**config.mk**
```make
export PLATFORM = sky130hd
export DESIGN_NAME = sstf_cell
export DESIGN_NICKNAME = d
export VERILOG_FILES = /design/src/rtl/sstf_pkg.sv /design/src/rtl/sstf_cell.sv
export SDC_FILE = /design/constraint.sdc
export NUM_CORES = 1
export LEC_CHECK = 0
export BUFFER_PORTS_ARGS = -buffer_cell sky130_fd_sc_hd__buf_2
export CORE_MARGIN = 2
export CORE_UTILIZATION = 57
export DETAILED_ROUTE_END_ITERATION = 8
export PLACE_DENSITY = 0.87
export SYNTH_ARGS = -nofsm -noshare
export SYNTH_HDL_FRONTEND = slang
export SYNTH_SLANG_ARGS = --single-unit
```
**constraint.sdc**
```tcl
create_clock -name clk -period 9.7 [get_ports clk]
set_input_delay 1.94 -clock clk [delete_from_list [all_inputs] [get_ports clk]]
set_output_delay 1.94 -clock clk [all_outputs]
set_load 0.02 [all_outputs]
```
**src/rtl/sstf_pkg.sv**
```systemverilog
`timescale 1ns / 1ps
// ----------------------------------------------------------------------------
// sstf_pkg
// shared widths, defaults and the search word passed along the cell row
// ----------------------------------------------------------------------------
package sstf_pkg;

  localparam int CYL_W            = 16;
  localparam int TOT_W            = 22;
  localparam int DEF_MAX_REQUESTS = 64;

  typedef struct packed {
    logic             vld;
    logic [CYL_W-1:0] seek;
    logic [CYL_W-1:0] cyl;
  } tok_t;

endpackage

```
**src/rtl/sstf_cell.sv**
```systemverilog
`timescale 1ns / 1ps
// ----------------------------------------------------------------------------
// sstf_cell
// one request slot: holds a cylinder and its pending bit, compares its seek
// distance to the best word from the previous cell and forwards the winner
// ----------------------------------------------------------------------------
module sstf_cell #(
  parameter int CELL_IDX = 0,
  parameter int IDX_W    = 6
) (
  input  logic                      clk,
  input  logic                      rst_n,
  input  logic                      wr_en,
  input  logic [sstf_pkg::CYL_W-1:0] wr_cyl,
  input  logic [sstf_pkg::CYL_W-1:0] head,
  input  logic                      pick_en,
  input  logic [IDX_W-1:0]          pick_idx,
  input  sstf_pkg::tok_t            tok_in,
  input  logic [IDX_W-1:0]          idx_in,
  output sstf_pkg::tok_t            tok_out,
  output logic [IDX_W-1:0]          idx_out
);

  logic [sstf_pkg::CYL_W-1:0] cyl_r;
  logic                       pend_r;
  logic                       pend_nxt;
  logic [sstf_pkg::CYL_W-1:0] seek_d;
  logic                       take;
  sstf_pkg::tok_t             tok_r;
  sstf_pkg::tok_t             tok_nxt;
  logic [IDX_W-1:0]           idx_r;
  logic [IDX_W-1:0]           idx_nxt;

  assign seek_d = (cyl_r > head) ? (cyl_r - head) : (head - cyl_r);
  assign take   = pend_r && (!tok_in.vld || (seek_d < tok_in.seek));

  always_comb begin
    pend_nxt = pend_r;
    if (pick_en && (pick_idx == IDX_W'(CELL_IDX))) begin
      pend_nxt = 1'b0;
    end
    if (wr_en) begin
      pend_nxt = 1'b1;
    end
    if (take) begin
      tok_nxt.vld  = 1'b1;
      tok_nxt.seek = seek_d;
      tok_nxt.cyl  = cyl_r;
      idx_nxt      = IDX_W'(CELL_IDX);
    end else begin
      tok_nxt = tok_in;
      idx_nxt = idx_in;
    end
  end

  always_ff @(posedge clk) begin
    if (!rst_n) begin
      pend_r <= 1'b0;
      tok_r  <= '0;
    end else begin
      pend_r <= pend_nxt;
      tok_r  <= tok_nxt;
    end
  end

  always_ff @(posedge clk) begin
    if (wr_en) begin
      cyl_r <= wr_cyl;
    end
    idx_r <= idx_nxt;
  end

  assign tok_out = tok_r;
  assign idx_out = idx_r;

endmodule

```
# [Word level (Yosys, flattened, before mapping)]
# Cells that the tools add are included.
[word_totals] register_bits=56 latchBits=0 ram_bits=0 mem_bits_ro=0 inputBits=81 output_inout_bits=39 elab_cells=20 mem_count=0
[classes] addsub=2 mul=0 div=0 n_lt_le_gt_ge=2 eq_ne=0 n_shift=0 mux=4 n_bitwise=0 reduce_logical=6
[ops] cell="33-bit 2-to-1 mux" count=1
[ops] cell="16-bit subtractor" count=2
[ops] cell="16-bit greater-than comparator" count=1
[ops] cell="16-bit < comparator" count=1
[ops] cell="16-bit 2-to-1 mux" count=1
[ops] cell="6-bit zero test" count=1
[ops] cell="1-bit logical AND" count=2
[ops] cell="1-bit 2-to-1 mux" count=2
[ops] cell="2-bit nonzero test" count=1
[ops] cell="1-bit zero test" count=1
[ops] cell="1-bit logical OR" count=1

# [Logic depth before layout (Yosys ltp)]
# Gate-level depths: netlist of the first run.
[depth] ltp_word=6 mapped_depth=22 mapped_depth_nobuf=19

# [Least setup slack after synthesis of the first run]
# OpenSTA, ideal clock, no wires.
[synth_path] path_type="input to register" from="input head[9] in the netlist's numbering" to="register tok_r (netlist bit tok_out[28])" setup_ns=0.116 arrival_time_ns=5.465 t_required_ns=9.584 setup_slack_ns=4.119 stages=21 path_buffers=4 cell_sequence="inv_1 ha_1 buf_6 or2_4 a31oi_4 a211oi_1 and2_4 buf_2 a2111oi_2 a21o_1 xnor2_1 ha_1 a211oi_1 o21ai_0 a221o_1 a21boi_1 and2_1 clkbuf_1 buf_2 nor3_1 a31o_2"
[synth_via] elab_chain_cells=6 elab_cells_between_ends=8 classes_between="add/sub (2); order compare (2); mux (2); reduce/logical (2)"
[synth_lines] element="start, declared" line="sstf_cell.sv:15" text="input logic [sstf_pkg::CYL_W-1:0] head,"
[synth_lines] element="16-bit subtractor or 16-bit greater-than comparator (tied branches)" line="sstf_cell.sv:34" text="assign seek_d = (cyl_r > head) ? (cyl_r - head) : (head - cyl_r);"
[synth_lines] element="16-bit 2-to-1 mux *" line="sstf_cell.sv:34"
[synth_lines] element="16-bit < comparator" line="sstf_cell.sv:35" text="assign take = pend_r && (!tok_in.vld || (seek_d < tok_in.seek));"
[synth_lines] element="1-bit logical OR" line="sstf_cell.sv:35"
[synth_lines] element="1-bit logical AND" line="sstf_cell.sv:35"
[synth_lines] element="33-bit 2-to-1 mux *" line="sstf_cell.sv:45" text="if (take) begin"
[synth_lines] element="end signal, assigned" line="sstf_cell.sv:62" text="tok_r <= tok_nxt;"
[synth_lines] element="end, declared" line="sstf_cell.sv:29" text="sstf_pkg::tok_t tok_r;"
# Every way passes the cells marked *; elsewhere a longest branch is shown, timed or not.
# A chain may end at the register's enable or synchronous reset.

# [Final worst setup path of the first run]
[layout_path] from="input head[4] in the netlist's numbering" to="register tok_r (netlist bit tok_out[24])"
# The elaborated chain is that of the path after synthesis.

==> key figures, run 1 <==
Outcome
  • Status: completed

Power
  • Switching part of the total: 0.3748
  • Sequential power share: 0.366
  • P_sw: between 0.0002 and 0.0003 W
  • Clock power frac: 0.212
  • Total power: approximately 0.00075 W
  • Int Power: approximately 0.00047 W
  • Static leakage power: 2.419 nW
  • Logic gate share of total power: 0.421
  • Peak supply drop: just over 0.08 mV
  • PwrDens: ~160 mW/mm^2

Cells and area
  • Final instance area: between 0.004 and 0.005 sq mm
  • Fill cells: between 500 and 600
  • Syn-to-layout area delta: 17.34%
  • Antenna fix cells: 0
  • Final #Nets: about 730
  • Layout cell share with drive strength beyond 1: 0.2364
  • Post-Layout Cell Count: 701

Detailed routing
  • Drt pass-1 iters: 5
  • Remaining DRCs: 0
  • Routed WL per cell: 16.70 um
  • Post-DRT Antenna Nets: 0
  • DRT iter0 DRCs: ~220
  • DR vias: about 4000
  • Routed vias/inst: ~5.8
  • Detailed Route WL: roughly 12000 um

Timing
  • Final setup violating endpoints: 0
  • Slew Limit Fails: 0
  • Setup TNS Final: 0 ns
  • Final Hold Viols: 0
  • Clk_skew: between 0.005 and 0.006 ns
  • Worst rel slew slack: 0.3504
  • Post-layout minimum cycle time: 6.204 ns
  • Fin crit share: 0.6396
  • Fmax achieved: 161.2 MHz
  • Final Hold Slack: between 0.5 and 0.6 ns
  • Worst Tran Pin Value: slightly below 1 ns
  • RSZ-0062 raised after global routing: no

Floorplan
  • Die height: 88.72 um
  • IO Pins: 120
  • Die area: approximately 0.0079 sq mm
  • Starting Density: 0.5956
  • Core Area: between 0.006 and 0.007 sq mm
  • Site Rows: 30
  • Die Wd: 88.72 um

Clock network
  • Post-CTS Setup Bufs: 0
  • Sink Count: 56
  • CTS buffer count: 5
  • Cts repair resizes: 0
  • Clock latency on the worst-skew pair: 0.31 ns
  • # hold bufs at CTS: 0
  • Clk slew on worst S/H paths: approximately 0.10 ns
  • Htree depth: 2
  • CTS tree: built
  • Root Buffer: clkbuf_8
  • Max Root-Sink Buffers: 2

Placed design
  • DP HPWL: about 9300 um
  • IO buf count: 119
  • Post-placement cell count: 693
  • Placed Instance Area: ~0.0047 sq mm
  • GPL Wtd Cong: about 0.94

Worst setup path
  • CP Cell Sequence: buf_2 > inv_1 > ha_1 > nand4_2 > nor2_1 > nand4_1 > nor2b_1 > nor4_1 > or3_1 > nand2_1 > ha_1 > a211oi_1 > o21ai_0 > a221o_1 > a21boi_1 > nand2_1 > buf_4 > a2111oi_0 > a211oi_1
  • Crit path max-delay cell type: nor2b_1
  • Buffers plus inverters on the worst setup path: 3
  • Slowest stage delay, CP: slightly below 0.8 ns
  • Critical path launch point type: input pin
  • Critical Path RT: 9.89 ns
  • CP top delay family: simple AND/OR/NAND/NOR gates
  • Crit Path Class: in -> reg
  • Critical Path AT: roughly 6.4 ns
  • Max FO, Critical Path: 43
  • Crit end category: register

Global route
  • Largest net degree at the start of global routing: 44
  • Total grt overflow: 0
  • Tot GR Track Use: 0.2975
  • Initial antenna violation count: 0
  • First-pass GRT wire length: approximately 18000 um
  • Vias in the first global route: around 3900

Synth
  • Seq cells post-synth: 56
  • Yosys Warn Count: 0
  • Mapped Avg Cell Area: approximately 8 sq um
  • Distinct cells, synth: 63
  • Post-synth EDFFs: 16
  • Top post-synthesis cells by count: inv_1 (59), nand2_1 (58), a21oi_1 (47)
  • Synth top area cells: dfxtp_1 (20%), ha_1 (14%), edfxtp_1 (12%)
  • Synth Net Count: roughly 630
  • Yosys top cell by area: dfxtp_1
  • Syn Inst Count: 503
  • Synthesized area: between 0.004 and 0.005 sq mm
  • Seq/Total Area, Yosys: 0.3131
  • Top-area cell type share of the netlist area: 0.1957
  • Ys async rst share: 0
  • Main synth FF type: dfxtp_1
  • Most frequent cell after synthesis: inv_1

Worst hold path
  • HP Class: reg -> reg

Run
  • Max Cap Viol: 0
-- power by group through the flow --
stage | Sequential, W | Clock (W) | Combinational, W
after global placement | 0.000279 | 0 | 0.000305
after global routing | 0.000277 | 0.000169 | 0.000348
after floorplan | 0.000302 | 0 | 0.000199
final | 0.000275 | 0.000159 | 0.000316
after CTS | 0.000275 | 0.000163 | 0.000313
after detailed placement | 0.000280 | 0 | 0.000311
-- metal layers --
layer | share of wire | vias to the layer above | track usage | wire length (um)
met5 | 0 | - | 0 | 0
met4 | 0.016 | 0 | 0.09091 | 189
met3 | 0.061 | 19 | 0.02705 | 720
met2 | 0.47 | 165 | 0.4878 | 5510
met1 | 0.45 | 1894 | 0.4154 | 5289
li1 | - | 1962 | - | -
-- path summary, 6_finish.rpt --
kind                            cells past startpoint           to      from  slack [ns]
worst max-delay path                               19  tok_out[24]   head[4]        3.50
worst min-delay path                                2  tok_out[32]    pend_r        0.55
worst max register to register                     17  tok_out[24]  cyl_r[3]        4.83
worst min register to register                      2  tok_out[32]    pend_r        0.55
-- sequential cells by signal (all words and copies together), names as in the netlist --
name,flops
cyl_r,16
idx_out,6
pend_r,1
tok_out,33
-- cell families after synthesis --
kind of cell             Yosys count  synth area share
AO/OA/AOI/OAI                    142            0.2321
XOR/XNOR                          10           0.02141
adder cells (fa/ha/maj)           48            0.1505
buffers and inverters             86           0.08899
flip-flops                        56            0.3132
multiplexers                       1          0.002752
AND/OR/NAND/NOR                  160            0.1911
-- layout by cell type, fill, tap and decap left out, drive strengths merged, types with 16 or more instances in the layout --
cell	count
buf	121
inv	59
nand2	58
a21oi	47
ha	46
dfxtp	40
nor2	30
o21ai	26
a211oi	16
edfxtp	16
-- metrics by stage --
step,setup WS [ns],utilization
floorplan,4.119,-
global placement,3.299,0.6812
detailed placement,3.213,0.6812
CTS,3.543,0.6989
global route,3.121,0.6989
finish,3.496,0.6989
-- worst register-to-register path, delay by kind of cell (launching register included) --
family	cells	cell delay, ns
buffers and inverters	2	0.47
and+or+nand+nor	7	1.74
AOI/OAI and AO/OA	6	1.40
adders and majority gates	2	0.71
DFF	1	0.44
-- layout make-up --
class	count	area, sq um	area share
inverters	59	221.5	0.04613
repair buffers	121	610.6	0.1272
flip-flops and latches	56	1281	0.2669
well taps	96	120.1	0.02502
multi-input cells	361	2446	0.5095
clock buffers	8	121.4	0.02528
Power figures use the tool's default switching activity.
==> inputs of run 2 (changes only) <==
- CORE_UTILIZATION: 57 -> 53
- PLACE_DENSITY: 0.87 -> 0.82
- clock period: 9.7 -> 6.1 ns (I/O delays scaled with it)
==> key figures, run 2 (synthesized netlist as in run 1, its figures left out) <==
Worst hold path
  • HP Class: reg -> reg
  • Min-Delay Endpoint: tok_out[32]
  • Worst Hold Depth: 2 (unchanged)
  • Hold Crit Start: pend_r

Run
  • Max Cap Viol: 0 (unchanged)

Cells and area
  • Antenna fix cells: 0 (unchanged)
  • Most frequent cells in the layout: buf_2 (119), inv_1 (59), nand2_1 (58)
  • Syn-to-layout area delta: 18.38%
  • Fill cells: 703 (+19%)
  • Final #Nets: 736 (+0.41%)
  • Post-Layout Cell Count: 710 (+1.3%)
  • Layout cell share with drive strength beyond 1: 0.2401 (+0.003768)
  • Max reg flops: 33 (unchanged)
  • Most common cell after layout, fill and taps aside: buf_2

Placed design
  • DP HPWL: 9048 um (-2.8%)
  • IO buf count: 119 (unchanged)
  • GPL Wtd Cong: 0.9422 (+0.65%)
  • Post-placement cell count: 702 (+1.3%)
  • Pre-CTS WS: 0.02615 ns (-3.187 ns)

Timing
  • Worst rel slew slack: 0.1843 (-0.1661)
  • Final Hold Viols: 0 (unchanged)
  • Final setup violating endpoints: 0 (unchanged)
  • Fin crit share: 0.9494
  • Worst Tran Pin Value: 1.221 ns (+0.2487 ns)
  • Slew Limit Fails: 0 (unchanged)
  • Setup TNS Final: 0 ns (unchanged)
  • RSZ-0062 raised after global routing: no
  • Clk_skew: 0.01333 ns (+0.007544 ns)
  • Post-layout minimum cycle time: 5.791 ns
  • Fmax achieved: about 170 MHz
  • Final Hold Slack: 0.5131 ns (-0.03214 ns)
  • Final worst-path setup slack: 0.3087 ns (-3.187 ns)

Clock network
  • Post-CTS Setup Bufs: 0 (unchanged)
  • Root Buffer: clkbuf_8
  • Cts repair resizes: 0 (unchanged)
  • Sink Count: 56 (unchanged)
  • CTS tree: built
  • # hold bufs at CTS: 0 (unchanged)
  • Max Root-Sink Buffers: 2 (unchanged)
  • CTS buffer count: 5 (unchanged)
  • Htree depth: 2 (unchanged)
  • Clk slew on worst S/H paths: 0.11 ns (about the same)
  • Clock latency on the worst-skew pair: 0.32 ns (about the same)

Global route
  • Tot GR Track Use: 0.2711 (-0.02642)
  • Total grt overflow: 0 (unchanged)
  • Initial antenna violation count: 0 (unchanged)
  • Vias in the first global route: 3835 (-1.1%)
  • First-pass GRT wire length: 18410 um (+1.4%)
  • Largest net degree at the start of global routing: 43 (-2.3%)

Worst setup path
  • Crit end category: register
  • Critical path launch point type: input pin
  • Reg2Reg Setup Slack: 0.90 ns (-3.93 ns)
  • Critical Path RT: 6.26 ns (-3.63 ns)
  • Reg2reg path depth: 17 (unchanged)
  • R2r endpoint: tok_out[20]
  • Max FO, Critical Path: 42 (-2.3%)
  • R2r startpoint: cyl_r[10]
  • Critical Path AT: 5.95 ns (-0.44 ns)
  • Crit Path Class: in -> reg

Floorplan
  • Die area: 0.008438 sq mm (+7.2%)
  • IO Pins: 120 (unchanged)
  • Starting Density: 0.5378 (-0.05780)
  • Core Area: 0.007607 sq mm (+11%)
  • Site Rows: 32 (+6.7%)
  • Die Wd: 91.86 um (+3.5%)
  • Die height: 91.86 um (+3.5%)

Outcome
  • Status: completed

Power
  • Static leakage power: 2.440 nW (+0.83%)
  • Peak supply drop: 0.1306 mV (+62%)
  • PwrDens: 246.7 mW/mm^2 (+58%)

Detailed routing
  • Detailed Route WL: 11430 um (-2.4%)
  • Routed WL per cell: 16.10 um (-3.6%)
  • DRT iter0 DRCs: 288 (+29%)
  • Remaining DRCs: 0 (unchanged)
  • DR vias: 3981 (-1.5%)
  • Routed vias/inst: 5.607 (-2.7%)
  • Drt pass-1 iters: 5 (unchanged)
  • Post-DRT Antenna Nets: 0 (unchanged)
run 2: worst max-delay path, stage by stage:
cell	delay [ns]
buf_2	0.09
inv_1	0.04
ha_1	0.45
nand2_1	0.18
nor2_1	0.11
nand4_1	0.15
nor2b_1	0.97
nor4_1	0.21
or3_1	0.46
nand2_1	0.09
ha_1	0.24
a211oi_1	0.20
o21ai_0	0.15
a221o_1	0.31
a21boi_1	0.31
nand2_1	0.19
buf_12	0.23
a211oi_1	0.27
a2111oi_2	0.08
run 2: worst max-delay path by stage:
stage	endpoint	start
2_1_floorplan	tok_out[28]	head[9]
3_3_place_gp	tok_out[20]	head[10]
3_5_place_dp	tok_out[20]	head[10]
4_1_cts	tok_out[20]	head[10]
5_1_grt	tok_out[30]	head[11]
6_report	tok_out[20]	head[10]
run 2: layout make-up:
| cell class | instances | area [sq um] | area share |
|---|---|---|---|
| clock buffers | 8 | 121.4 | 0.02506 |
| inverters | 59 | 221.5 | 0.04572 |
| multi-input cells | 361 | 2446 | 0.5050 |
| flip-flops and latches | 56 | 1281 | 0.2645 |
| well taps | 102 | 127.6 | 0.02635 |
| repair buffers | 124 | 645.6 | 0.1333 |
run 2: metrics by stage:
stage               total power [W]  cell area (sq um)  utilization
floorplan                 0.0007971               4091            -
global placement          0.0009375               4722       0.6207
detailed placement        0.0009439               4722       0.6207
CTS                        0.001197               4843       0.6367
global route               0.001270               4843       0.6367
finish                     0.001195               4843       0.6367
run 2: power breakdown:
group | leakage [nW] | internal (W) | switching (W)
combinational | 1.89 | 0.000199 | 0.000307
sequential | 0.490 | 0.000422 | 0.0000139
clock | 0.0627 | 0.000129 | 0.000125
total | 2.44 | 0.000749 | 0.000446
run 2: per-layer routing:
layer  wire length, um  vias up  track usage  part of all wire
met5                 0        -            0                 0
met4               157        0      0.06592             0.014
met3               647       17      0.03369             0.057
met2              5204      155       0.4381              0.46
met1              5423     1842       0.3870              0.47
li1                  -     1967            -                 -
==> inputs of run 3 (changes only) <==
- CELL_PAD_IN_SITES_DETAIL_PLACEMENT: unset -> 1
- CELL_PAD_IN_SITES_GLOBAL_PLACEMENT: unset -> 2
- CORE_UTILIZATION: 53 -> 30
- PLACE_DENSITY: 0.82 -> 0.81
==> key figures, run 3 (synthesized netlist as in run 1, its figures left out) <==
Clock network
  • Post-CTS Setup Bufs: 0 (unchanged)
  • CTS tree: built
  • Htree depth: 2 (unchanged)
  • Sink Count: 56 (unchanged)
  • CTS buffer count: 5 (unchanged)
  • Root Buffer: clkbuf_16
  • Cts repair resizes: 0 (unchanged)
  • Clock latency on the worst-skew pair: 0.31 ns (about the same)
  • Max Root-Sink Buffers: 2 (unchanged)
  • # hold bufs at CTS: 0 (unchanged)
  • Clk slew on worst S/H paths: 0.06 ns (-0.05 ns)

Global route
  • First-pass GRT wire length: 21710 um (+18%)
  • Tot GR Track Use: 0.1928 (-0.07836)
  • Initial antenna violation count: 0 (unchanged)
  • Vias in the first global route: 4073 (+6.2%)
  • Largest net degree at the start of global routing: 28 (-35%)
  • Total grt overflow: 0 (unchanged)

Worst setup path
  • Crit Path Class: in -> reg
  • Critical Path AT: 5.77 ns (-0.18 ns)
  • Critical path launch point type: input pin
  • Max FO, Critical Path: 27 (-36%)
  • Crit end category: register
  • Critical Path RT: 6.26 ns (about the same)

Timing
  • Setup TNS Final: 0 ns (unchanged)
  • Worst rel slew slack: 0.3039 (+0.1196)
  • Post-layout minimum cycle time: 5.613 ns (-0.1778 ns)
  • RSZ-0062 raised after global routing: no
  • Clk_skew: 0.007969 ns (-0.005361 ns)
  • Final Hold Viols: 0 (unchanged)
  • Fmax achieved: 178.1 MHz (+3.2%)
  • Slew Limit Fails: 0 (unchanged)
  • Final setup violating endpoints: 0 (unchanged)
  • Fin crit share: 0.9202 (-0.02915)
  • Worst Tran Pin Value: 1.043 ns (-0.1781 ns)

Cells and area
  • Post-Layout Cell Count: 789 (+11%)
  • Most common cell after layout, fill and taps aside: buf_2
  • Most frequent cells in the layout: buf_2 (119), inv_1 (59), nand2_1 (58)
  • Layout cell share with drive strength beyond 1: 0.2447 (+0.004567)
  • Final instance area: 0.004999 sq mm (+3.2%)
  • Final #Nets: 741 (+0.68%)
  • Syn-to-layout area delta: 22.17%
  • Max reg flops: 33 (unchanged)
  • Antenna fix cells: 0 (unchanged)
  • Fill cells: 1657 (+140%)

Floorplan
  • Die height: 120.8 um (+31%)
  • Die area: 0.01459 sq mm (+73%)
  • Site Rows: 42 (+31%)
  • Die Wd: 120.8 um (+31%)
  • Core Area: 0.01330 sq mm (+75%)
  • IO Pins: 120 (unchanged)
  • Starting Density: 0.3077 (-0.2301)

Power
  • Peak supply drop: 0.1058 mV (-19%)
  • PwrDens: 255.5 mW/mm^2 (+3.5%)
  • Static leakage power: 2.474 nW (+1.4%)

Worst hold path
  • HP Class: reg -> reg

Placed design
  • DP HPWL: 11090 um (+23%)
  • GPL Wtd Cong: 0.8991 (-4.6%)
  • IO buf count: 119 (unchanged)
  • Placed Instance Area: 0.004840 sq mm (+2.5%)
  • Post-placement cell count: 781 (+11%)

Run
  • Max Cap Viol: 0 (unchanged)

Detailed routing
  • Detailed Route WL: 13720 um (+20%)
  • Drt pass-1 iters: 4 (-1)
  • Routed WL per cell: 17.39 um (+8.0%)
  • Post-DRT Antenna Nets: 0 (unchanged)
  • DR vias: 3953 (-0.70%)
  • Routed vias/inst: 5.010 (-11%)
  • DRT iter0 DRCs: 221 (-23%)
  • Remaining DRCs: 0 (unchanged)

Outcome
  • Status: completed
==> run 3: layout make-up <==
type,instances,area [sq um],share of cell area
well taps,176,220.2,0.04406
flip-flops and latches,56,1281,0.2563
multi-input cells,361,2446,0.4894
inverters,59,221.5,0.04431
repair buffers,129,670.6,0.1342
clock buffers,7,153.9,0.03079
clock inverters,1,5.005,0.001001
==> run 3: path summary, 6_finish.rpt <==
check / startpoint / endpoint / slack (ns) / depth (start not counted)
worst min-delay path: pend_r / tok_out[32] / 0.52 / 2
worst max-delay path: head[11] / tok_out[30] / 0.49 / 18
worst max register to register: cyl_r[11] / tok_out[30] / 1.09 / 16
worst min register to register: pend_r / tok_out[32] / 0.52 / 2
==> run 3: worst max-delay path: stages <==
cell       delay, ns
buf_2           0.09
inv_1           0.04
ha_1            0.45
nand2_1         0.18
nor2_1          0.10
nand4_1         0.15
nor2b_1         0.77
nor4_1          0.15
or3_1           0.41
nand2_1         0.08
ha_1            0.25
a211oi_1        0.25
o21ai_0         0.13
a221o_1         0.30
a21boi_1        0.24
nand2_1         0.15
buf_4           0.27
a2111oi_1       0.51
==> run 3: routing by layer <==
layer	wire [um]	GRT usage	vias to the layer above
met2	6303	0.3150	98
met1	6433	0.2629	1869
met4	248	0.05451	0
met3	736	0.03019	12
li1	-	-	1974
met5	0	0	-
==> run 3: power breakdown <==
group	leakage [nW]	switching [W]	internal, W
clock network	0.0790	0.000137	0.000177
logic	1.90	0.000323	0.000204
registers	0.490	0.0000143	0.000422
total	2.47	0.000475	0.000803
==> run 3: metrics by stage <==
step,worst slack [ns],power (W),util,hold WS (ns)
4_1_cts,0.4474,0.001297,0.3760,0.5284
5_1_grt,0.07624,0.001367,0.3760,0.5703
3_5_place_dp,0.1328,0.0009730,0.3640,0.5154
2_1_floorplan,1.239,0.0007971,-,0.4533
3_3_place_gp,0.3208,0.0009602,0.3640,0.5311
6_report,0.4865,0.001277,0.3760,0.5195
